<file path="src/hw/rtl/atb_pkg.sv">
// ----------------------------------------------------------------------------
// atb_pkg: shared types and constants of the taskfile command builder
// register map, request entry layout, opcodes and the opcode picker
// ----------------------------------------------------------------------------
package atb_pkg;

  // field widths fixed by the taskfile layout
  localparam int ATB_ADDR_LO_W   = 32;
  localparam int ATB_ADDR_HI_W   = 16;
  localparam int ATB_TOTAL_W     = 16;
  localparam int ATB_CHS_ADDR_W  = 28;
  localparam int ATB_GEO_W       = 8;
  localparam int ATB_BYTES3_W    = 24;
  localparam int ATB_PADDR_W     = 5;
  localparam int ATB_PDATA_W     = 32;

  // default depth of the queue between front and back
  localparam int ATB_QUEUE_DEPTH = 4;

  // register indexes (byte address is 4 * index)
  localparam logic [2:0] REG_LBA_SUPPORTED     = 3'd0;
  localparam logic [2:0] REG_DMA_ENABLED       = 3'd1;
  localparam logic [2:0] REG_DRIVE_IS_SLAVE    = 3'd2;
  localparam logic [2:0] REG_HEAD_COUNT        = 3'd3;
  localparam logic [2:0] REG_SECTORS_PER_TRACK = 3'd4;

  // device select bits
  localparam logic [7:0] DEVSEL_BASE  = 8'hA0;
  localparam logic [7:0] DEVSEL_LBA   = 8'h40;
  localparam logic [7:0] DEVSEL_SLAVE = 8'h10;

  // command opcodes
  localparam logic [7:0] OP_READ         = 8'h20;
  localparam logic [7:0] OP_READ_48      = 8'h24;
  localparam logic [7:0] OP_READ_DMA     = 8'hC8;
  localparam logic [7:0] OP_READ_DMA_48  = 8'h25;
  localparam logic [7:0] OP_WRITE        = 8'h30;
  localparam logic [7:0] OP_WRITE_48     = 8'h34;
  localparam logic [7:0] OP_WRITE_DMA    = 8'hCA;
  localparam logic [7:0] OP_WRITE_DMA_48 = 8'h35;
  localparam logic [7:0] OP_FLUSH        = 8'hE7;
  localparam logic [7:0] OP_FLUSH_48     = 8'hEA;

  typedef struct packed {
    logic                 lba_supported;
    logic                 dma_enabled;
    logic                 drive_is_slave;
    logic [ATB_GEO_W-1:0] head_count;
    logic [ATB_GEO_W-1:0] sectors_per_track;
  } atb_cfg_t;

  // classified request, as it sits in the queue and travels down the back
  typedef struct packed {
    logic                      is_chs;
    logic [ATB_CHS_ADDR_W-1:0] chs_addr;
    logic                      use_lba48;
    logic [7:0]                count_byte;
    logic [ATB_BYTES3_W-1:0]   addr_low_bytes;
    logic [ATB_BYTES3_W-1:0]   addr_high_bytes;
    logic [7:0]                device_select;
    logic [7:0]                command_byte;
    logic [7:0]                flush_command;
    logic                      geometry_error;
  } atb_req_t;

  function automatic logic [7:0] atb_opcode(input logic wr, input logic big,
                                            input logic dma);
    logic [7:0] op;
    if (wr) begin
      if (dma) op = big ? OP_WRITE_DMA_48 : OP_WRITE_DMA;
      else     op = big ? OP_WRITE_48 : OP_WRITE;
    end else begin
      if (dma) op = big ? OP_READ_DMA_48 : OP_READ_DMA;
      else     op = big ? OP_READ_48 : OP_READ;
    end
    return op;
  endfunction

endpackage

</file>
<file path="src/hw/rtl/atb_regs.sv">
// ----------------------------------------------------------------------------
// atb_regs: configuration registers
// apb-style write and read of the five drive settings
// ----------------------------------------------------------------------------
module atb_regs
  import atb_pkg::*;
(
  input  logic                   clk,
  input  logic                   rst,
  input  logic                   psel,
  input  logic                   penable,
  input  logic                   pwrite,
  input  logic [ATB_PADDR_W-1:0] paddr,
  input  logic [ATB_PDATA_W-1:0] pwdata,
  output logic [ATB_PDATA_W-1:0] prdata,
  output logic                   pready,
  output atb_cfg_t               cfg
);

  logic       wr_en;
  logic [2:0] idx;

  assign pready = 1'b1;
  assign wr_en  = psel && penable && pwrite;
  assign idx    = paddr[ATB_PADDR_W-1:2];

  always_ff @(posedge clk) begin
    if (rst) begin
      cfg <= '0;
    end else if (wr_en) begin
      case (idx)
        REG_LBA_SUPPORTED:     cfg.lba_supported     <= pwdata[0];
        REG_DMA_ENABLED:       cfg.dma_enabled       <= pwdata[0];
        REG_DRIVE_IS_SLAVE:    cfg.drive_is_slave    <= pwdata[0];
        REG_HEAD_COUNT:        cfg.head_count        <= pwdata[ATB_GEO_W-1:0];
        REG_SECTORS_PER_TRACK: cfg.sectors_per_track <= pwdata[ATB_GEO_W-1:0];
        default: ;
      endcase
    end
  end

  always_comb begin
    prdata = '0;
    case (idx)
      REG_LBA_SUPPORTED:     prdata[0] = cfg.lba_supported;
      REG_DMA_ENABLED:       prdata[0] = cfg.dma_enabled;
      REG_DRIVE_IS_SLAVE:    prdata[0] = cfg.drive_is_slave;
      REG_HEAD_COUNT:        prdata[ATB_GEO_W-1:0] = cfg.head_count;
      REG_SECTORS_PER_TRACK: prdata[ATB_GEO_W-1:0] = cfg.sectors_per_track;
      default:               prdata = '0;
    endcase
  end

endmodule

</file>
<file path="config.mk">
export PLATFORM = sky130hd
export DESIGN_NAME = atb_regs
export DESIGN_NICKNAME = d
export VERILOG_FILES = /design/src/hw/rtl/atb_pkg.sv /design/src/hw/rtl/atb_regs.sv
export SDC_FILE = /design/constraint.sdc
export NUM_CORES = 1
export LEC_CHECK = 0
export ABC_AREA = 1
export BUFFER_PORTS_ARGS = -buffer_cell sky130_fd_sc_hd__buf_2
export CORE_AREA = 3 3 62 64
export DETAILED_ROUTE_END_ITERATION = 10
export DIE_AREA = 0 0 65 67
export GPL_TIMING_DRIVEN = 0
export PLACE_DENSITY_LB_ADDON = 0.1
export SLEW_MARGIN = 5
export SYNTH_ARGS = -nofsm -noshare
export SYNTH_HDL_FRONTEND = slang
export SYNTH_SLANG_ARGS = --single-unit
</file>
<file path="constraint.sdc">
create_clock -name clk -period 0.8 [get_ports clk]
set_clock_uncertainty 0.15 [all_clocks]
set_input_delay 0.04 -clock clk [delete_from_list [all_inputs] [get_ports clk]]
set_output_delay 0.04 -clock clk [all_outputs]
set_load 0.01 [all_outputs]
</file>
==> out/summary.md <==
Global routing
* 0 — number of antenna violations at the first check in global routing
* 1155 — vias in the first global route
* 17.3% — GR Util met1
* 3.20% — global-route track usage on met3
* 14.8% — global-route usage over all layers
* 26.6% — met2 usage in global routing
* 11 — maximum number of pins on one net before global-route repair
* 4970 um — wire length of the first global-routing pass
* met2 — most crowded layer after global routing
* 0 — final global-route overflow total

Place
* 42 — number of buffers inserted by port buffering
* 2200 um — detailed-placement wirelength estimate
* 0.759 — global placement routability congestion
* 296 — placed cell count
* 0.00160 sq mm — cell area after placement

Floorplan
* 67 um — Die Ht
* 0.00436 sq mm — DIE AREA
* 35.0% — initial standard-cell utilization of the core
* 0.00334 sq mm — core area
* 65 um — DIE WIDTH
* 94 — I/O pin total
* 21 — floorplan row count

Timing
* yes — setup repair after global routing missed its margin
* 0 — final number of max-transition violations
* 834 MHz — highest clock rate
* 36 — number of setup violations in the final report
* -0.399 ns — final setup margin
* 150% — final worst path period share
* 1.20 ns — post-layout min period
* 17 — final hold violations
* -0.0987 ns — final worst hold slack

Critical path
* primary output — type of element capturing the critical path
* register to primary output — type of the setup path with the least slack
* sky130_fd_sc_hd__dfxtp_2 — Critical-path top delay cell
* cfg[17] — beginning of the worst register-to-register path
* 1.01 ns — WP data arrival
* 2 — CP max FO
* sky130_fd_sc_hd__nand2_1 — most frequent cell on the critical path
* register — startpoint class of the critical path
* 0.61 ns — required time of the worst setup path
* -0.08 ns — flop-to-flop setup slack
* nand3_2, nand2_1, nor2_1, nand2_1, buf_2 — worst path cell trace
* 3 — cell count of the worst reg-to-reg path
* cfg[17] — endpoint of the worst register-to-register path
* 0.35 ns — delay of the slowest cell on the worst path

Final layout
* cfg — register ranked first by flip-flop count
* 61.7% — utilization of the core after routing
* 327 — Fillers
* 404 sq um — area taken by flip-flops and latches
* 50.9% — fraction of final layout cells sized beyond drive strength 1
* 19 — max reg flops
* 669 sq um — area used by multi-input combinational logic
* 0 — count of inserted antenna diode cells
* 325 — Finished Layout Cells
* 0.00206 sq mm — total non-filler cell area in the finished layout
* cfg x19 — largest registers
* 76.2% — area grow syn2layout
* 322 — nets@finish

Detailed routing
* 1289 — number of vias in the routed layout
* 4 — number of detailed-routing iterations run before antenna repair
* 23 — drt initial violations
* 0 — final antenna-violating net count
* 3190 um — drt total wl
* 0 — DR DRC count
* 9.80 um — Routed WL per cell
* 3.97 — Via density

Logic synthesis
* 19 — distinct cell type count after synthesis
* sky130_fd_sc_hd__dfxtp_1 — top flip-flop cell by instance count after synthesis
* 6.32 sq um — mean area per synthesized cell
* 0 — count of flip-flops with a built-in enable after synthesis
* 0.00117 sq mm — area of the mapped netlist
* 32.5% — share of the yosys chip area belonging to registers
* 0 — Yosys warning count
* 185 — Cells after Synth
* 19 — number of register bits inferred by synthesis
* 0% — fraction of synthesis flops using an asynchronous set or reset pin

Worst hold path
* pwdata[2] — start point of the worst hold path
* cfg[10] — terminating pin of the worst hold path
* 5 — worst hold path stage count
* primary input to register — class of the worst hold path

Power and ir drop
* 1.10 nW — Leak
* 938 mW/mm^2 — cell area power density
* 1.00 mV — Peak supply drop

Clock tree
* 0.10 ns — clk slew on worst S/H paths
* 19 — sink count of the clock tree
* 3 — TritonCTS Buffers
* 1 — number of H-tree branching levels
* sky130_fd_sc_hd__clkbuf_4 — clock tree root driver cell
* 2 — maximum buffer depth of the clock tree
* 0.29 ns — clk_lat worst skew
* yes — clock tree from TritonCTS

Job
* 0 — count of max-cap constraint violations

Status
* hold timing, setup timing — failing checks
* finished, violations left — result of the run

-- layer usage --
| layer | up-vias | wire, um |
|---|---|---|
| met1 | 552 | 1400 |
| met5 | - | 0 |
| met4 | 0 | 21 |
| met3 | 2 | 204 |
| li1 | 696 | - |
| met2 | 39 | 1560 |
-- cells by family (layout without fill, tap and decap cells) --
| group | after synthesis | in the layout | share of synthesized area (%) |
|---|---|---|---|
| compound gates | 3 | 3 | 1.28 |
| buf+inv | 45 | 116 | 23.9 |
| other cells | 2 | 25 | 0.643 |
| flops | 19 | 19 | 32.5 |
| simple gates | 116 | 116 | 41.6 |
-- critical path: cells and delay by family (launching register included) --
kind	cells	cell delay [ns]
buffers and inverters	1	0.13
AND/OR/NAND/NOR	4	0.24
flip-flops	1	0.35
-- layout by cell type, fill, tap and decap left out, types with 2 or more instances in the layout --
master | netlist | layout
sky130_fd_sc_hd__inv_12 | 0 | 2
sky130_fd_sc_hd__buf_2 | 1 | 21
sky130_fd_sc_hd__dfxtp_2 | 0 | 19
sky130_fd_sc_hd__nor2_2 | 1 | 4
sky130_fd_sc_hd__nand3_1 | 12 | 8
sky130_fd_sc_hd__nand2_1 | 56 | 55
sky130_fd_sc_hd__inv_1 | 14 | 10
sky130_fd_sc_hd__nor2_1 | 40 | 36
sky130_fd_sc_hd__a21oi_2 | 0 | 3
sky130_fd_sc_hd__buf_4 | 25 | 36
sky130_fd_sc_hd__nand3_2 | 2 | 4
sky130_fd_sc_hd__nor2_4 | 2 | 3
sky130_fd_sc_hd__nand3_4 | 0 | 2
sky130_fd_sc_hd__conb_1 | 2 | 25
sky130_fd_sc_hd__clkbuf_4 | 0 | 3
sky130_fd_sc_hd__buf_6 | 2 | 38
-- repair_timing --
action	in CTS	in global routing
cloned	1	1
endpoints found under the setup margin	43	40
hold endpoints to repair	17	14
setup buffers	15	11
pin swaps	22	6
gates resized for setup	54	19
-- synthesized netlist by cell type, types with 2 or more instances --
cell / number / area [sq um]
sky130_fd_sc_hd__nor2_4: 2 / 22.5
sky130_fd_sc_hd__inv_1: 14 / 52.6
sky130_fd_sc_hd__a21oi_1: 3 / 15.0
sky130_fd_sc_hd__buf_6: 2 / 22.5
sky130_fd_sc_hd__nand3_1: 12 / 60.1
sky130_fd_sc_hd__dfxtp_1: 19 / 380
sky130_fd_sc_hd__nand2_1: 56 / 210
sky130_fd_sc_hd__nand3_2: 2 / 20.0
sky130_fd_sc_hd__conb_1: 2 / 7.51
sky130_fd_sc_hd__nor2_1: 40 / 150
sky130_fd_sc_hd__buf_4: 25 / 188
-- power breakdown --
part           total, mW  internal, mW  leakage [nW]  switching (mW)
logic              0.477         0.228         0.923           0.249
registers          0.970         0.959         0.163          0.0111
clock network      0.484         0.194        0.0150           0.289
-- per-stage QoR --
stage / hold WS, ns / TNS, ns / setup slack, ns / power [mW]
global route: -0.100 / -8.99 / -0.510 / 2.05
floorplan: 0.103 / -0.209 / -0.0678 / 1.28
global placement: 0.202 / -9.40 / -0.432 / 1.38
CTS: -0.109 / -6.76 / -0.412 / 1.93
detailed placement: 0.202 / -9.44 / -0.427 / 1.38
finish: -0.0987 / -7.24 / -0.399 / 1.93
-- cell type report --
| class | count | share of cell area (%) |
|---|---|---|
| timing repair buffer | 67 | 28.3 |
| inverter | 16 | 4.56 |
| multi-input combinational | 144 | 32.5 |
| sequential | 19 | 19.6 |
| tap | 46 | 2.79 |
| buffer | 29 | 11.0 |
| clock buffer | 4 | 1.28 |
-- worst max-delay path by stage --
stage                         from   endpoint  slack [ns]  cells past startpoint
final                      cfg[18]  prdata[0]       -0.40                      5
after global routing       cfg[17]  prdata[0]       -0.51                      5
after CTS                  cfg[18]  prdata[0]       -0.41                      5
after detailed placement  paddr[3]  prdata[0]       -0.43                      8
after global placement    paddr[3]  prdata[0]       -0.43                      8
after floorplan            cfg[16]  prdata[0]       -0.07                      4
Note: power is estimated with default switching activity, not from simulation.
