**config.mk**
```make
export PLATFORM = sky130hd
export DESIGN_NAME = atb_front
export DESIGN_NICKNAME = d
export VERILOG_FILES = /design/src/hw/rtl/atb_pkg.sv /design/src/hw/rtl/atb_front.sv
export SDC_FILE = /design/constraint.sdc
export NUM_CORES = 1
export LEC_CHECK = 0
export BUFFER_PORTS_ARGS = -buffer_cell sky130_fd_sc_hd__buf_2
export CAP_MARGIN = 10
export CORE_ASPECT_RATIO = 1.25
export CORE_MARGIN = 8
export CORE_UTILIZATION = 22
export DETAILED_ROUTE_END_ITERATION = 10
export GPL_TIMING_DRIVEN = 0
export PLACE_DENSITY_LB_ADDON = 0.12
export SLEW_MARGIN = 30
export SYNTH_ARGS = -nofsm -noshare
export SYNTH_HDL_FRONTEND = slang
export SYNTH_SLANG_ARGS = --single-unit
```
**constraint.sdc**
```tcl
create_clock -name vclk -period 1.45
set_input_delay 0.145 -clock vclk [all_inputs]
set_output_delay 0.145 -clock vclk [all_outputs]
set_load 0.01 [all_outputs]
```
**src/hw/rtl/atb_pkg.sv**
```systemverilog
// ----------------------------------------------------------------------------
// atb_pkg: shared types and constants of the taskfile command builder
// register map, request entry layout, opcodes and the opcode picker
// ----------------------------------------------------------------------------
package atb_pkg;

  // field widths fixed by the taskfile layout
  localparam int ATB_ADDR_LO_W   = 32;
  localparam int ATB_ADDR_HI_W   = 16;
  localparam int ATB_TOTAL_W     = 16;
  localparam int ATB_CHS_ADDR_W  = 28;
  localparam int ATB_GEO_W       = 8;
  localparam int ATB_BYTES3_W    = 24;
  localparam int ATB_PADDR_W     = 5;
  localparam int ATB_PDATA_W     = 32;

  // default depth of the queue between front and back
  localparam int ATB_QUEUE_DEPTH = 4;

  // register indexes (byte address is 4 * index)
  localparam logic [2:0] REG_LBA_SUPPORTED     = 3'd0;
  localparam logic [2:0] REG_DMA_ENABLED       = 3'd1;
  localparam logic [2:0] REG_DRIVE_IS_SLAVE    = 3'd2;
  localparam logic [2:0] REG_HEAD_COUNT        = 3'd3;
  localparam logic [2:0] REG_SECTORS_PER_TRACK = 3'd4;

  // device select bits
  localparam logic [7:0] DEVSEL_BASE  = 8'hA0;
  localparam logic [7:0] DEVSEL_LBA   = 8'h40;
  localparam logic [7:0] DEVSEL_SLAVE = 8'h10;

  // command opcodes
  localparam logic [7:0] OP_READ         = 8'h20;
  localparam logic [7:0] OP_READ_48      = 8'h24;
  localparam logic [7:0] OP_READ_DMA     = 8'hC8;
  localparam logic [7:0] OP_READ_DMA_48  = 8'h25;
  localparam logic [7:0] OP_WRITE        = 8'h30;
  localparam logic [7:0] OP_WRITE_48     = 8'h34;
  localparam logic [7:0] OP_WRITE_DMA    = 8'hCA;
  localparam logic [7:0] OP_WRITE_DMA_48 = 8'h35;
  localparam logic [7:0] OP_FLUSH        = 8'hE7;
  localparam logic [7:0] OP_FLUSH_48     = 8'hEA;

  typedef struct packed {
    logic                 lba_supported;
    logic                 dma_enabled;
    logic                 drive_is_slave;
    logic [ATB_GEO_W-1:0] head_count;
    logic [ATB_GEO_W-1:0] sectors_per_track;
  } atb_cfg_t;

  // classified request, as it sits in the queue and travels down the back
  typedef struct packed {
    logic                      is_chs;
    logic [ATB_CHS_ADDR_W-1:0] chs_addr;
    logic                      use_lba48;
    logic [7:0]                count_byte;
    logic [ATB_BYTES3_W-1:0]   addr_low_bytes;
    logic [ATB_BYTES3_W-1:0]   addr_high_bytes;
    logic [7:0]                device_select;
    logic [7:0]                command_byte;
    logic [7:0]                flush_command;
    logic                      geometry_error;
  } atb_req_t;

  function automatic logic [7:0] atb_opcode(input logic wr, input logic big,
                                            input logic dma);
    logic [7:0] op;
    if (wr) begin
      if (dma) op = big ? OP_WRITE_DMA_48 : OP_WRITE_DMA;
      else     op = big ? OP_WRITE_48 : OP_WRITE;
    end else begin
      if (dma) op = big ? OP_READ_DMA_48 : OP_READ_DMA;
      else     op = big ? OP_READ_48 : OP_READ;
    end
    return op;
  endfunction

endpackage

```
**src/hw/rtl/atb_front.sv**
```systemverilog
// ----------------------------------------------------------------------------
// atb_front: request classifier
// picks lba48, lba28 or chs and forms every field that needs no division
// ----------------------------------------------------------------------------
module atb_front
  import atb_pkg::*;
(
  input  atb_cfg_t                 cfg,
  input  logic                     kind,
  input  logic [ATB_ADDR_LO_W-1:0] sector_address,
  input  logic [ATB_ADDR_HI_W-1:0] address_high,
  input  logic [ATB_TOTAL_W-1:0]   sector_total,
  output atb_req_t                 req
);

  logic       big;
  logic       lba28;
  logic       geo_bad;
  logic       issue;
  logic [3:0] head;

  assign big     = (sector_address[ATB_ADDR_LO_W-1:ATB_CHS_ADDR_W] != '0)
                   || (address_high != '0);
  assign lba28   = !big && cfg.lba_supported;
  assign geo_bad = !big && !cfg.lba_supported
                   && (cfg.head_count == '0 || cfg.sectors_per_track == '0);
  assign issue   = !geo_bad;
  // lba28 puts address bits 27:24 into the head field
  assign head    = lba28 ? sector_address[27:24] : 4'd0;

  always_comb begin
    req                 = '0;
    req.is_chs          = !big && !cfg.lba_supported && !geo_bad;
    req.chs_addr        = sector_address[ATB_CHS_ADDR_W-1:0];
    req.use_lba48       = big;
    req.count_byte      = sector_total[7:0];
    req.addr_low_bytes  = (big || lba28) ? sector_address[ATB_BYTES3_W-1:0] : '0;
    req.addr_high_bytes = big ? {address_high, sector_address[31:24]} : '0;
    req.device_select   = DEVSEL_BASE
                          | (cfg.lba_supported ? DEVSEL_LBA : 8'h00)
                          | (cfg.drive_is_slave ? DEVSEL_SLAVE : 8'h00)
                          | {4'h0, head};
    req.command_byte    = issue ? atb_opcode(kind, big, cfg.dma_enabled) : 8'h00;
    req.flush_command   = (issue && kind && !cfg.dma_enabled)
                          ? (big ? OP_FLUSH_48 : OP_FLUSH) : 8'h00;
    req.geometry_error  = geo_bad;
  end

endmodule

```
==> results.py, run 1 <==
metrics = {
    "run_status": {
        "outcome": "finished, violations left",
        "failed_checks": "setup timing",
    },
    "power": {
        "power.leakage_nw": 1.27,
        "p_switching_mw": 0.232,
        "p_clk_share_pct": 0,
        "p_per_area_nw_per_um2": 244,
        "report.power.total_mw": 0.542,
        "pwr-share-seq_pct": 0,
        "p_int_mw": 0.310,
        "swShare_pct": 42.8,
        "p_comb_share_pct": 100.0,
        "max-vdd-ir-drop_mv": 0.143,
    },
    "placed_design": {
        "gp_congestion": 0.721,
        "dpl_worst_slack_ps": -368,
        "detailed_place_hpwl_um": 4310,
        "io_buffer_count": 175,
    },
    "sta": {
        "fin_ws_ps": -58.6,
        "holdWs_ps": 476,
        "hold_viol_final": 0,
        "drv_slew": 0,
        "period_minus_slack_ps": 1510,
        "fin_setup_tns_ps": -1130,
        "setup_viol_count_final": 33,
        "fin_crit_sh_pct": 104,
        "rsz0062_at_grt": "yes",
        "max_freq_mhz": 663,
    },
    "synth": {
        "synth_area_leaders": "buf_4, nor2b_1, clkbuf_1, nor4_2, and2b_1",
        "synth_cells": 137,
        "synthesis.area_um2": 885,
        "yosysSeqAreaShare_pct": 0,
        "synth_top_area_share_pct": 42.4,
        "syn_area_per_cell_um2": 6.46,
        "synth_top_area_cell": "buf_4",
        "yosysWarnings": 0,
        "synth.distinct_cells": 21,
    },
    "grt": {
        "grt_max_degree": 10,
        "grt.met3_usage_pct": 7.03,
        "grt_pass1_wl_um": 6890,
        "met1_usage_pct": 12.1,
        "grt.met2_usage_pct": 25.3,
        "top_usage_layer": "met2",
        "globalRouteTotalUtil_pct": 13.0,
        "first_global_vias": 1480,
        "grt_antenna_before_repair": 0,
        "overflow": 0,
    },
    "die": {
        "rows": 26,
        "die_area_um2": 6320,
        "start_util_pct": 22.3,
        "ioPinCount": 195,
        "die_x_um": 72.7,
        "core_area_um2": 3970,
        "die_y_um": 86.9,
    },
    "setup_path": {
        "critPathKind": "primary input to output port",
        "crit_path_max_fanout": 8,
        "start_kind": "primary input",
        "crit_chain": "buf_6, nor4_2, nand2_2, nor3_4, buf_6, and2b_1, buf_2",
        "crit_path_end_kind": "output port",
        "cp_slowest_stage_delay_ps": 280,
        "worst-endpoint-arrival_ps": 1360,
        "cp_slowest_cell": "nor4_2",
        "cpMostUsedCell": "buf_6",
        "crit_required_ps": 1310,
    },
    "detailed_routing": {
        "firstDrtPassIters": 2,
        "ant_nets": 0,
        "vias_per_cell": 3.81,
        "num_vias": 1425,
        "wl_um": 4830,
        "drt_iter0_drc": 23,
        "drc_errors": 0,
        "wl_per_cell_um": 12.9,
    },
    "cells_and_area": {
        "register_area_um2": 0,
        "nNetsFinal": 404,
        "drive_above_1_share_pct": 80.2,
        "final_common_cell": "buf_2",
        "areaGrowthSynthToFinish_pct": 151,
        "mostFrequentLayoutCells": "buf_2, buf_4, buf_6",
        "clock_buffers": 0,
        "antennaDiodeCount": 0,
        "nFlopsAndLatches": 0,
        "post-route-util_pct": 56.0,
    },
    "job": {
        "cap_violations": 0,
    },
    "worst_hold_path": {
        "hold_path_class": "primary input to output port",
    },
    "clock_network": {
        "cts_hold_buffers": 0,
    },
}
[cells in the mapped netlist]
| cell | n |
|---|---|
| nand3_2 | 1 |
| inv_1 | 3 |
| nor3_4 | 1 |
| nand2_1 | 5 |
| a21oi_1 | 2 |
| nor4_2 | 4 |
| nor4_1 | 6 |
| and2b_1 | 5 |
| clkbuf_1 | 20 |
| conb_1 | 2 |
| inv_2 | 1 |
| nor2_1 | 2 |
| nor3_1 | 3 |
| nor2b_1 | 19 |
| o21ai_0 | 1 |
| and2_1 | 5 |
| and3_1 | 4 |
| o22ai_1 | 1 |
| buf_6 | 1 |
| nor2_4 | 1 |
| buf_4 | 50 |
[worst max-delay path: cells and delay by family]
family	cells	cell delay, ps
AND/OR/NAND/NOR	4	820
buffers and inverters	3	380
[what timing repair did]
item                       CTS  global route
gates resized for setup     42            23
pin swaps                   13             7
setup buffers                5             1
setup endpoints to repair   43            50
gates cloned                 1             0
[cells by family (layout without fill, tap and decap cells)]
logic type      count (synthesis)  after routing  share of synthesized area, %
simple gates                   56             56                          42.9
buf+inv                        75            255                          53.9
compound gates                  4              4                          2.40
other cells                     2              3                         0.849
[worst paths after layout]
check	from	to	slack [ps]	cells after the start
setup / recovery	sector_address[30]	req[49]	-60	7
hold / removal	sector_total[3]	req[76]	480	2
[per-layer routing]
layer / vias up / part of all wire (%)
met3: 0 / 16
met1: 585 / 34
li1: 732 / -
met4: 0 / 0
met5: - / 0
met2: 108 / 51
[area by class of cell]
type	count	area, um2
inverter	4	17.5
buffer	69	465
tap	56	70.1
fill	378	1750
timing repair buffer	182	1120
multi-input combinational	63	551
[per-stage QoR]
| step | std cells | area [um2] |
|---|---|---|
| floorplan | 138 | 915 |
| global placement | 369 | 1860 |
| detailed placement | 369 | 1860 |
| CTS | 373 | 2110 |
| global route | 374 | 2220 |
| finish | 374 | 2220 |
[power groups by stage]
stage	Combinational (mW)	Sequential (mW)	Clock (mW)
detailed placement	0.481	0	0
global placement	0.479	0	0
floorplan	0.232	0	0
CTS	0.527	0	0
finish	0.542	0	0
global route	0.587	0	0
(Power assumes the default switching activity.)
==> run 2, diff against run 1 <==
--- a/config.mk
+++ b/config.mk
@@ -17,3 +17,4 @@
 export SYNTH_ARGS = -nofsm -noshare
 export SYNTH_HDL_FRONTEND = slang
 export SYNTH_SLANG_ARGS = --single-unit
+export TNS_END_PERCENT = 50
==> run 2 against run 1 <==
Against the previous run: the run still ends with setup timing left; sequential share of layout area did not move; critical path depth up 1; maximum frequency decreased by 1.7%; combinational power up 2%; power is 1.9% higher; worst hold slack about the same; core utilization rose by 0.60 points; clock-buffer cell count unchanged; via count up 4.0%; highest routed layer unchanged; global-route usage is 0.63 points higher.
==> results.py, run 2 (synthesis results as in run 1) <==
metrics = {
    "detailed_routing": {
        "drc_errors": 0,
        "wl_met3_um": 723,
        "ant_nets": 0,
        "wl_met2_um": 2920,
        "num_vias": 1482,
        "wl_met1_um": 1580,
        "vias_per_cell": 3.93,
        "wl_per_cell_um": 13.8,
        "highest_layer": "met3",
        "drt_iter0_drc": 10,
        "wl_um": 5220,
        "firstDrtPassIters": 2,
    },
    "cells_and_area": {
        "antennaDiodeCount": 0,
        "register_area_um2": 0,
        "clock_buffers": 0,
        "nNetsFinal": 407,
        "drive_above_1_share_pct": 80.7,
        "post-route-util_pct": 56.6,
        "areaGrowthSynthToFinish_pct": 154,
        "nFlopsAndLatches": 0,
        "mostFrequentLayoutCells": "buf_2, buf_4, buf_6",
        "final_common_cell": "buf_2",
    },
    "placed_design": {
        "io_buffer_count": 175,
        "detailed_place_hpwl_um": 4330,
        "gp_congestion": 0.782,
    },
    "die": {
        "core_area_um2": 3970,
        "ioPinCount": 195,
        "rows": 26,
        "die_x_um": 72.7,
        "die_area_um2": 6320,
        "die_y_um": 86.9,
        "start_util_pct": 22.3,
    },
    "sta": {
        "setup_viol_count_final": 36,
        "fin_ws_ps": -84.6,
        "period_minus_slack_ps": 1530,
        "fin_crit_sh_pct": 106,
        "drv_slew": 0,
        "rsz0062_at_grt": "yes",
        "hold_viol_final": 0,
        "max_freq_mhz": 652,
    },
    "setup_path": {
        "critPathKind": "primary input to output port",
        "crit_required_ps": 1310,
        "crit_path_max_fanout": 5,
        "worst-endpoint-arrival_ps": 1390,
        "critical_path.startpoint": "sector_address[29]",
        "crit_path_end_kind": "output port",
        "start_kind": "primary input",
        "crit_path_end": "req[16]",
    },
    "grt": {
        "overflow": 0,
        "grt_max_degree": 10,
        "grt_antenna_before_repair": 0,
        "grt_pass1_wl_um": 7150,
        "globalRouteTotalUtil_pct": 13.6,
        "first_global_vias": 1599,
    },
    "power": {
        "p_per_area_nw_per_um2": 246,
        "report.power.total_mw": 0.552,
        "power.leakage_nw": 1.27,
        "max-vdd-ir-drop_mv": 0.161,
    },
    "job": {
        "cap_violations": 0,
    },
    "run_status": {
        "outcome": "finished, violations left",
        "failed_checks": "setup timing",
    },
    "worst_hold_path": {
        "hold_path_class": "primary input to output port",
    },
}
run 2: cell count changes in the layout (fill, tap and decap cells not counted), moves of 3 or more:
cell / change
buf_4: +3
nor4_1: -3
and2_1: +4
buf_6: -5
buf_2: +4
and2_4: -4
run 2: through the flow:
stage                     cell area (um2)  instances  hold slack [ps]  TNS (ps)  setup WS (ps)
after global placement               1860        369              478    -11100           -419
after CTS                            2050        374              478     -4470           -141
final                                2250        377              476     -1790          -84.6
after detailed placement             1860        369              478    -10020           -394
after global routing                 2250        377              480     -4830           -153
after floorplan                       911        138              344     -1.36         -0.455
run 2: power by group:
group	switching [mW]	internal, mW	leakage, nW
clock network	0	0	0
logic	0.244	0.308	1.27
registers	0	0	0
total	0.244	0.308	1.27
run 2: worst min-delay path by stage:
stage | startpoint | cells after the start | to | slack [ps]
floorplan | cfg[18] | 1 | req[110] | 340
CTS | sector_total[3] | 2 | req[76] | 480
detailed placement | sector_total[3] | 2 | req[76] | 480
global placement | sector_total[0] | 2 | req[73] | 480
finish | sector_total[0] | 2 | req[73] | 480
global route | sector_total[3] | 2 | req[76] | 480
run 2: timing repair:
action	4_1_cts	5_1_grt
pin swaps	14	10
hold buffers	0	0
setup endpoints to repair	47	50
resized for setup	32	37
gates cloned	2	0
setup buffers	5	3
run 2: cell type report:
cell class / count / area, um2
inverters: 4 / 17.5
repair buffers: 184 / 1100
repair inverters: 1 / 7.51
fillers: 399 / 1720
multi-input cells: 63 / 586
well taps: 56 / 70.1
plain buffers: 69 / 462
run 2: worst max-delay path: stages:
cell	delay (ps)
buf_8	100
nor4_4	270
nand3_2	170
nor2_4	170
inv_4	70
nor3_4	230
buf_4	150
buf_6	90
run 2: routing by layer:
| metal | vias up | global-route usage [%] |
|---|---|---|
| li1 | 738 | - |
| met1 | 641 | 11.8 |
| met2 | 103 | 28.2 |
| met3 | 0 | 6.34 |
| met4 | 0 | 0.365 |
| met5 | - | 0 |
