`config.mk`:
```
export PLATFORM = sky130hd
export DESIGN_NAME = atb_queue
export DESIGN_NICKNAME = d
export VERILOG_FILES = /design/src/hw/rtl/atb_pkg.sv /design/src/hw/rtl/atb_queue.sv
export SDC_FILE = /design/constraint.sdc
export NUM_CORES = 1
export LEC_CHECK = 0
export ABC_CLOCK_PERIOD_IN_PS = 10600
export BUFFER_PORTS_ARGS = -buffer_cell sky130_fd_sc_hd__buf_2
export CORE_MARGIN = 4
export CORE_UTILIZATION = 40
export CTS_CLUSTER_SIZE = 20
export DETAILED_ROUTE_END_ITERATION = 12
export PLACE_DENSITY = 0.56
export SLEW_MARGIN = 20
export SYNTH_ARGS = -nofsm -noshare
export SYNTH_HDL_FRONTEND = slang
export SYNTH_SLANG_ARGS = --single-unit
```
`constraint.sdc`:
```
create_clock -name clk -period 10.6 [get_ports clk]
set_clock_uncertainty 0.2 [all_clocks]
set_input_delay 0.53 -clock clk [delete_from_list [all_inputs] [get_ports clk]]
set_output_delay 0.53 -clock clk [all_outputs]
set_load 0.03 [all_outputs]
```
`src/hw/rtl/atb_pkg.sv`:
```
// ----------------------------------------------------------------------------
// atb_pkg: shared types and constants of the taskfile command builder
// register map, request entry layout, opcodes and the opcode picker
// ----------------------------------------------------------------------------
package atb_pkg;

  // field widths fixed by the taskfile layout
  localparam int ATB_ADDR_LO_W   = 32;
  localparam int ATB_ADDR_HI_W   = 16;
  localparam int ATB_TOTAL_W     = 16;
  localparam int ATB_CHS_ADDR_W  = 28;
  localparam int ATB_GEO_W       = 8;
  localparam int ATB_BYTES3_W    = 24;
  localparam int ATB_PADDR_W     = 5;
  localparam int ATB_PDATA_W     = 32;

  // default depth of the queue between front and back
  localparam int ATB_QUEUE_DEPTH = 4;

  // register indexes (byte address is 4 * index)
  localparam logic [2:0] REG_LBA_SUPPORTED     = 3'd0;
  localparam logic [2:0] REG_DMA_ENABLED       = 3'd1;
  localparam logic [2:0] REG_DRIVE_IS_SLAVE    = 3'd2;
  localparam logic [2:0] REG_HEAD_COUNT        = 3'd3;
  localparam logic [2:0] REG_SECTORS_PER_TRACK = 3'd4;

  // device select bits
  localparam logic [7:0] DEVSEL_BASE  = 8'hA0;
  localparam logic [7:0] DEVSEL_LBA   = 8'h40;
  localparam logic [7:0] DEVSEL_SLAVE = 8'h10;

  // command opcodes
  localparam logic [7:0] OP_READ         = 8'h20;
  localparam logic [7:0] OP_READ_48      = 8'h24;
  localparam logic [7:0] OP_READ_DMA     = 8'hC8;
  localparam logic [7:0] OP_READ_DMA_48  = 8'h25;
  localparam logic [7:0] OP_WRITE        = 8'h30;
  localparam logic [7:0] OP_WRITE_48     = 8'h34;
  localparam logic [7:0] OP_WRITE_DMA    = 8'hCA;
  localparam logic [7:0] OP_WRITE_DMA_48 = 8'h35;
  localparam logic [7:0] OP_FLUSH        = 8'hE7;
  localparam logic [7:0] OP_FLUSH_48     = 8'hEA;

  typedef struct packed {
    logic                 lba_supported;
    logic                 dma_enabled;
    logic                 drive_is_slave;
    logic [ATB_GEO_W-1:0] head_count;
    logic [ATB_GEO_W-1:0] sectors_per_track;
  } atb_cfg_t;

  // classified request, as it sits in the queue and travels down the back
  typedef struct packed {
    logic                      is_chs;
    logic [ATB_CHS_ADDR_W-1:0] chs_addr;
    logic                      use_lba48;
    logic [7:0]                count_byte;
    logic [ATB_BYTES3_W-1:0]   addr_low_bytes;
    logic [ATB_BYTES3_W-1:0]   addr_high_bytes;
    logic [7:0]                device_select;
    logic [7:0]                command_byte;
    logic [7:0]                flush_command;
    logic                      geometry_error;
  } atb_req_t;

  function automatic logic [7:0] atb_opcode(input logic wr, input logic big,
                                            input logic dma);
    logic [7:0] op;
    if (wr) begin
      if (dma) op = big ? OP_WRITE_DMA_48 : OP_WRITE_DMA;
      else     op = big ? OP_WRITE_48 : OP_WRITE;
    end else begin
      if (dma) op = big ? OP_READ_DMA_48 : OP_READ_DMA;
      else     op = big ? OP_READ_48 : OP_READ;
    end
    return op;
  endfunction

endpackage

```
`src/hw/rtl/atb_queue.sv`:
```
// ----------------------------------------------------------------------------
// atb_queue: request queue
// small fifo between the classifier and the conversion pipeline
// ----------------------------------------------------------------------------
module atb_queue
  import atb_pkg::*;
#(
  parameter int DEPTH = ATB_QUEUE_DEPTH
) (
  input  logic     clk,
  input  logic     rst,
  input  logic     push,
  input  atb_req_t push_data,
  input  logic     pop,
  output atb_req_t head_data,
  output logic     empty,
  output logic     full
);

  localparam int PTR_W = (DEPTH > 1) ? $clog2(DEPTH) : 1;
  localparam int CNT_W = $clog2(DEPTH + 1);
  localparam logic [PTR_W-1:0] LAST = PTR_W'(DEPTH - 1);
  localparam logic [CNT_W-1:0] FULL_CNT = CNT_W'(DEPTH);

  atb_req_t         mem [DEPTH];
  logic [PTR_W-1:0] wr_ptr;
  logic [PTR_W-1:0] rd_ptr;
  logic [CNT_W-1:0] count;

  assign empty     = (count == '0);
  assign full      = (count == FULL_CNT);
  assign head_data = mem[rd_ptr];

  always_ff @(posedge clk) begin
    if (push) begin
      mem[wr_ptr] <= push_data;
    end
  end

  always_ff @(posedge clk) begin
    if (rst) begin
      wr_ptr <= '0;
      rd_ptr <= '0;
      count  <= '0;
    end else begin
      if (push) begin
        wr_ptr <= (wr_ptr == LAST) ? '0 : wr_ptr + 1'b1;
      end
      if (pop) begin
        rd_ptr <= (rd_ptr == LAST) ? '0 : rd_ptr + 1'b1;
      end
      if (push && !pop) begin
        count <= count + 1'b1;
      end else if (pop && !push) begin
        count <= count - 1'b1;
      end
    end
  end

endmodule

```
==> results of run 1 <==
cell type report:
class / count / area, sq um / area share
clock buffer: 58 / 1280 / 0.0616
inverter: 4 / 15.0 / 0.000722
clock inverter: 29 / 256 / 0.0123
sequential: 453 / 13500 / 0.650
multi-input combinational: 142 / 2760 / 0.132
tap: 532 / 666 / 0.0320
timing repair buffer: 346 / 2310 / 0.111
repair_timing:
action                                  in CTS  in global routing
endpoints found under the setup margin       0                  0
endpoints found under the hold margin      451                  0
hold buffers                               112                  0
kinds of logic (layout without fill, tap and decap cells):
family	after synthesis	in the layout	synth area share
compound gates	3	3	0.000913
xor+xnor	2	2	0.00107
simple gates	15	15	0.00472
mux	115	115	0.154
fa+ha+maj	7	7	0.00578
flops	453	453	0.822
buf+inv	28	437	0.0116
final timing paths:
path	cells after the start	endpoint	slack, ps
setup / recovery	3	head_data[43]	6730
hold / removal	3	flip-flop	80
setup reg to reg	4	mem[2][80]	7800
hold reg to reg	2	count[2]	300
state kept, by name (all words and copies together), names as in the netlist, named ones only:
signal and flops:
mem 444, count 3, rd_ptr 2, wr_ptr 2
per-stage QoR:
stage	setup WS [ps]	instance area [sq um]	total power, mW	hold slack, ps
floorplan	6820	16400	2.40	260
global placement	7250	18100	2.53	283
detailed placement	7240	18100	2.54	287
CTS	6600	20800	4.20	42.7
global route	6450	20800	4.31	84.4
finish	6730	20800	4.14	78.4
where the power goes:
part / total [mW] / internal (mW) / switching (mW) / leakage (nW)
Clock: 1.62 / 0.958 / 0.659 / 0.758
Sequential: 2.08 / 2.05 / 0.0295 / 4.15
Combinational: 0.440 / 0.170 / 0.270 / 2.15
critical path: stages (launching register included):
cell and delay, ps:
dfxtp_4 840, buf_4 890, mux4_2 490, buf_2 210
layer usage:
metal	vias up	share of wire	global-route usage	routed length, um
met1	4082	0.45	0.222	14900
met3	50	0.064	0.0382	2140
met5	-	0	0	0
met2	214	0.47	0.228	15500
met4	0	0.022	0.0463	719
li1	3439	-	-	-
cells in the final DEF, fill, tap and decap left out:
cell,instances
clkbuf_1,8
or3_1,1
inv_8,1
dlygate4sd3_1,112
bufinv_16,4
mux4_2,111
and2_4,4
a21oi_1,2
clkinv_1,10
ha_1,6
clkinv_8,1
nor2_1,7
fa_1,1
o21ai_0,1
buf_4,7
dfxtp_1,7
nor3_1,1
dfxtp_4,2
clkinvlp_4,1
xor2_1,2
buf_2,227
nor3b_1,2
clkbuf_16,50
edfxtp_1,444
clkinv_4,1
clkinv_2,11
inv_1,4
mux2i_1,4
==> results.tsv, run 1 <==
metric	value	unit
status	complete, no violations	
setup_tns	0	ps
fmax	258	MHz
peakVddDrop	140	uV
grt_usage	0.152	
synthTopCellsByCount	444 x edfxtp_1, 111 x mux4_2, 11 x buf_2	
min_period	3870	ps
cp-start-kind	flip-flop	
async_reset_ff_frac	0	
ys_top_cells_by_area	edfxtp_1 81%, mux4_2 15%, dfxtp_1 1.1%, buf_6 0.62%, ha_1 0.46%	
dieArea	0.0444	sq mm
cts_resized	0	
worstMarginPinSlew	1010	ps
clock_path_buffers	3	
die_height	211	um
dr.pass1.iters	4	
end_kind	output port	
die_w	211	um
setup_viol	0	
final_cells	1564	
hp-class	in -> reg	
core_area	0.0407	sq mm
seq_area_frac_synth	0.822	
rows	74	
vias_per_cell	4.98	
syn_avg_cell_area	26.4	sq um
path_class	reg -> out	
cp.arrival	3140	ps
routedWlPerCell	21.3	um
dr.first_iter.drc_count	457	
ant_nets	0	
cts_tree	yes	
place_congestion	0.682	
p_per_area	199	mW/mm^2
synth-edff-count	444	
final_hold_viol_count	0	
clk_latency	570	ps
yosys_warnings	0	
drcViolationCount	0	
required	9870	ps
r2r-start	wr_ptr[0]	
wirelength	33200	um
max-cap-violations	0	
grt_antenna_before_repair	0	
p_leak	7.06	nW
cts.sink_count	453	
holdCritStartpoint	pop	
initial_utilization	0.404	
crit_fanout	62	
layout.nets	1117	
synth_cells	623	
dp_cells	1365	
yosysUniqueCellTypes	19	
cts_inserted_buffers	48	
grt_max_degree	64	
postCtsSetupBuffers	0	
fill_cells	3320	
layout-drive-gt1-share	0.407	
slew-limit-headroom	0.330	
port_buffers	227	
netlist_area	0.0164	sq mm
grt_overflow	0	
final_util	0.511	
synth_top_area_share	0.811	
grt_pass1_wl	51700	um
yosysTopAreaCell	edfxtp_1	
cts_htree_levels	2	
clkTransAtPathRegs	60	ps
num_io_pins	228	
maxSlewViolCount	0	
rsz0062_at_grt	false	
first_global_vias	8674	
place_hpwl	18700	um
finalCritPeriodShare	0.365	
synth_fp_nets	745	
vias	7785	
n_antenna_cell	0	
clk_root_buffer_cell	clkbuf_16	
syn_to_final_growth	26.5	%
synth_ff_type	edfxtp_1	
synthMostInstantiatedCell	edfxtp_1	
ys_seq_elements	453	
Power figures use the tool's default switching activity.
==> inputs of run 2 (changes only) <==
- ABC_AREA: unset -> 1
- ABC_CLOCK_PERIOD_IN_PS: 10600 -> 3450
- PLACE_DENSITY: 0.56 -> 0.58
- clock period: 10.6 -> 3.45 ns (I/O delays scaled with it)
==> results.tsv, run 2 <==
metric	value	unit
cts_tree	yes	
synth_xor_xnor_area_share	0.000519	
final_util	0.505	
clk_latency	570	ps
dieArea	0.0456	sq mm
synth-edff-count	444	
mostFrequentLayoutCells	444 x edfxtp_1, 230 x nor2_1, 227 x buf_2, 153 x o21ai_0, 115 x dlygate4sd3_1	
clk_root_buffer_cell	clkbuf_16	
placedInstanceArea	0.0185	sq mm
p_leak	7.42	nW
synth_top_family_by_area	compound AO/OA/AOI/OAI gates	
vias	10400	
yosys.area_share.simple	0.0548	
worstMarginPinSlew	1360	ps
holdCritStartpoint	push_data[95]	
setup_viol	0	
grt_usage	0.165	
synth_top_area_share	0.790	
fin_area	0.0211	sq mm
postCtsSetupBuffers	0	
rows	75	
layout.nets	1592	
max-cap-violations	0	
grt_max_degree	223	
worstHoldEndpoint	mem[2][95]	
seq_area_frac_synth	0.800	
cp.arrival	2700	ps
reg2reg_slack	1350	ps
ys_top_cells_by_area	edfxtp_1 79%, nor2_1 5.1%, o21ai_0 4.5%, o22ai_1 4.1%, o21ai_1 2.1%	
netlist_area	0.0169	sq mm
initial_utilization	0.403	
synth_ff_type	edfxtp_1	
reg2reg_to	mem[2][41]	
rsz0062_at_grt	false	
place_congestion	0.710	
num_io_pins	228	
port_buffers	227	
async_reset_ff_frac	0	
dp_cells	1844	
cts.sink_count	453	
largest_reg_flops	444	
end_kind	output port	
synthMostInstantiatedCell	edfxtp_1	
peakVddDrop	384	uV
ys_seq_elements	453	
final_hold_viol_count	0	
synth_mux_area_frac	0	
path_class	reg -> out	
die_w	213	um
hold_depth	2	
synth_fp_nets	1254	
finalPower	12.7	mW
place_hpwl	20500	um
synthTopCellsByCount	444 x edfxtp_1, 230 x nor2_1, 153 x o21ai_0	
p_per_area	602	mW/mm^2
final_common_cell	edfxtp_1	
wirelength	38400	um
grt_antenna_before_repair	2	
min_period	3070	ps
synth_cells	1132	
crit_fanout	222	
cts_inserted_buffers	48	
vias_per_cell	5.10	
dr.pass1.iters	5	
synth_fa_ha_area_frac	0.00563	
final_cells	2043	
syn_avg_cell_area	14.9	sq um
clkTransAtPathRegs	60	ps
yosysTopAreaCell	edfxtp_1	
drcViolationCount	0	
fill_cells	3565	
required	3080	ps
layout-drive-gt1-share	0.208	
first_global_vias	10400	
yosysUniqueCellTypes	21	
regMostFlops	mem	
hp-class	in -> reg	
slew-limit-headroom	0.0954	
clock_path_buffers	3	
setup_tns	0	ps
core_area	0.0419	sq mm
cp-start-kind	flip-flop	
syn_to_final_growth	25.0	%
r2r_cells	5	
yosys_warnings	0	
r2r-start	wr_ptr[0]	
grt_pass1_wl	58700	um
maxSlewViolCount	0	
routedWlPerCell	18.8	um
status	complete, no violations	
top_regs	mem (444), count (3)	
grt_overflow	0	
cts_htree_levels	2	
finalCritPeriodShare	0.890	
synth_compound_area_frac	0.109	
dr.first_iter.drc_count	622	
fmax	326	MHz
ant_nets	0	
die_height	213	um
[run 2: changes by cell type after synthesis, sizes merged, moves of 12 or more]
cell / previous run / this run
clkbuf: 3 / 31
o21ai: 1 / 225
o22ai: 0 / 111
mux4: 111 / 0
buf: 21 / 41
nor2: 7 / 230
inv: 4 / 16
[run 2: what timing repair did]
action	4_1_cts	5_1_grt
endpoints found under the setup margin	0	0
hold buffers	115	0
endpoints found under the hold margin	470	0
gates resized for setup	0	0
[run 2: metal layers]
layer	vias up	global-route usage	share of wire
met4	0	0.0492	0.018
met2	269	0.271	0.48
met1	5149	0.220	0.44
li1	4957	-	-
met3	46	0.0404	0.064
met5	-	0	0
[run 2: final cells by class]
| class | count | area (sq um) | area share |
|---|---|---|---|
| Sequential cell | 453 | 13500 | 0.640 |
| Multi-Input combinational cell | 591 | 2860 | 0.136 |
| Timing Repair Buffer | 360 | 2530 | 0.120 |
| Clock buffer | 64 | 1300 | 0.0617 |
| Tap cell | 539 | 674 | 0.0319 |
| Clock inverter | 18 | 139 | 0.00658 |
| Inverter | 16 | 76.3 | 0.00361 |
| Antenna cell | 2 | 5.00 | 0.000237 |
[run 2: worst max-delay path by stage]
stage / end / start / slack [ps]
floorplan: mem[3][0] / wr_ptr[0] / 50
detailed placement: head_data[33] / flip-flop / 1240
global route: head_data[47] / flip-flop / 460
CTS: head_data[33] / flip-flop / 620
finish: head_data[109] / flip-flop / 380
global placement: head_data[59] / flip-flop / 1270
[run 2: report_power, final]
group | switching, mW | leakage (nW) | internal (mW) | total [mW]
clock network | 1.99 | 0.706 | 2.78 | 4.77
registers | 0.0590 | 4.15 | 6.29 | 6.35
logic | 1.11 | 2.56 | 0.475 | 1.58
[run 2: per-stage QoR]
| stage | hold WS, ps | setup WS (ps) |
|---|---|---|
| 6_report | 150 | 380 |
| 5_1_grt | 140 | 463 |
| 4_1_cts | 105 | 618 |
| 3_5_place_dp | 191 | 1240 |
| 3_3_place_gp | 187 | 1270 |
| 2_1_floorplan | 44.9 | 53.7 |
[run 2: worst max-delay path, cell delays in order (launching register included)]
cell,delay [ps]
dfxtp_4,380
buf_12,440
o21ai_0,230
o22ai_1,290
buf_2,250
[run 2: cell families after synthesis]
family,after synthesis
xor gates and xnor gates,1
and+or+nand+nor,244
AOI/OAI and AO/OA,339
DFF,453
adders and majority gates,7
buffers and inverters,88
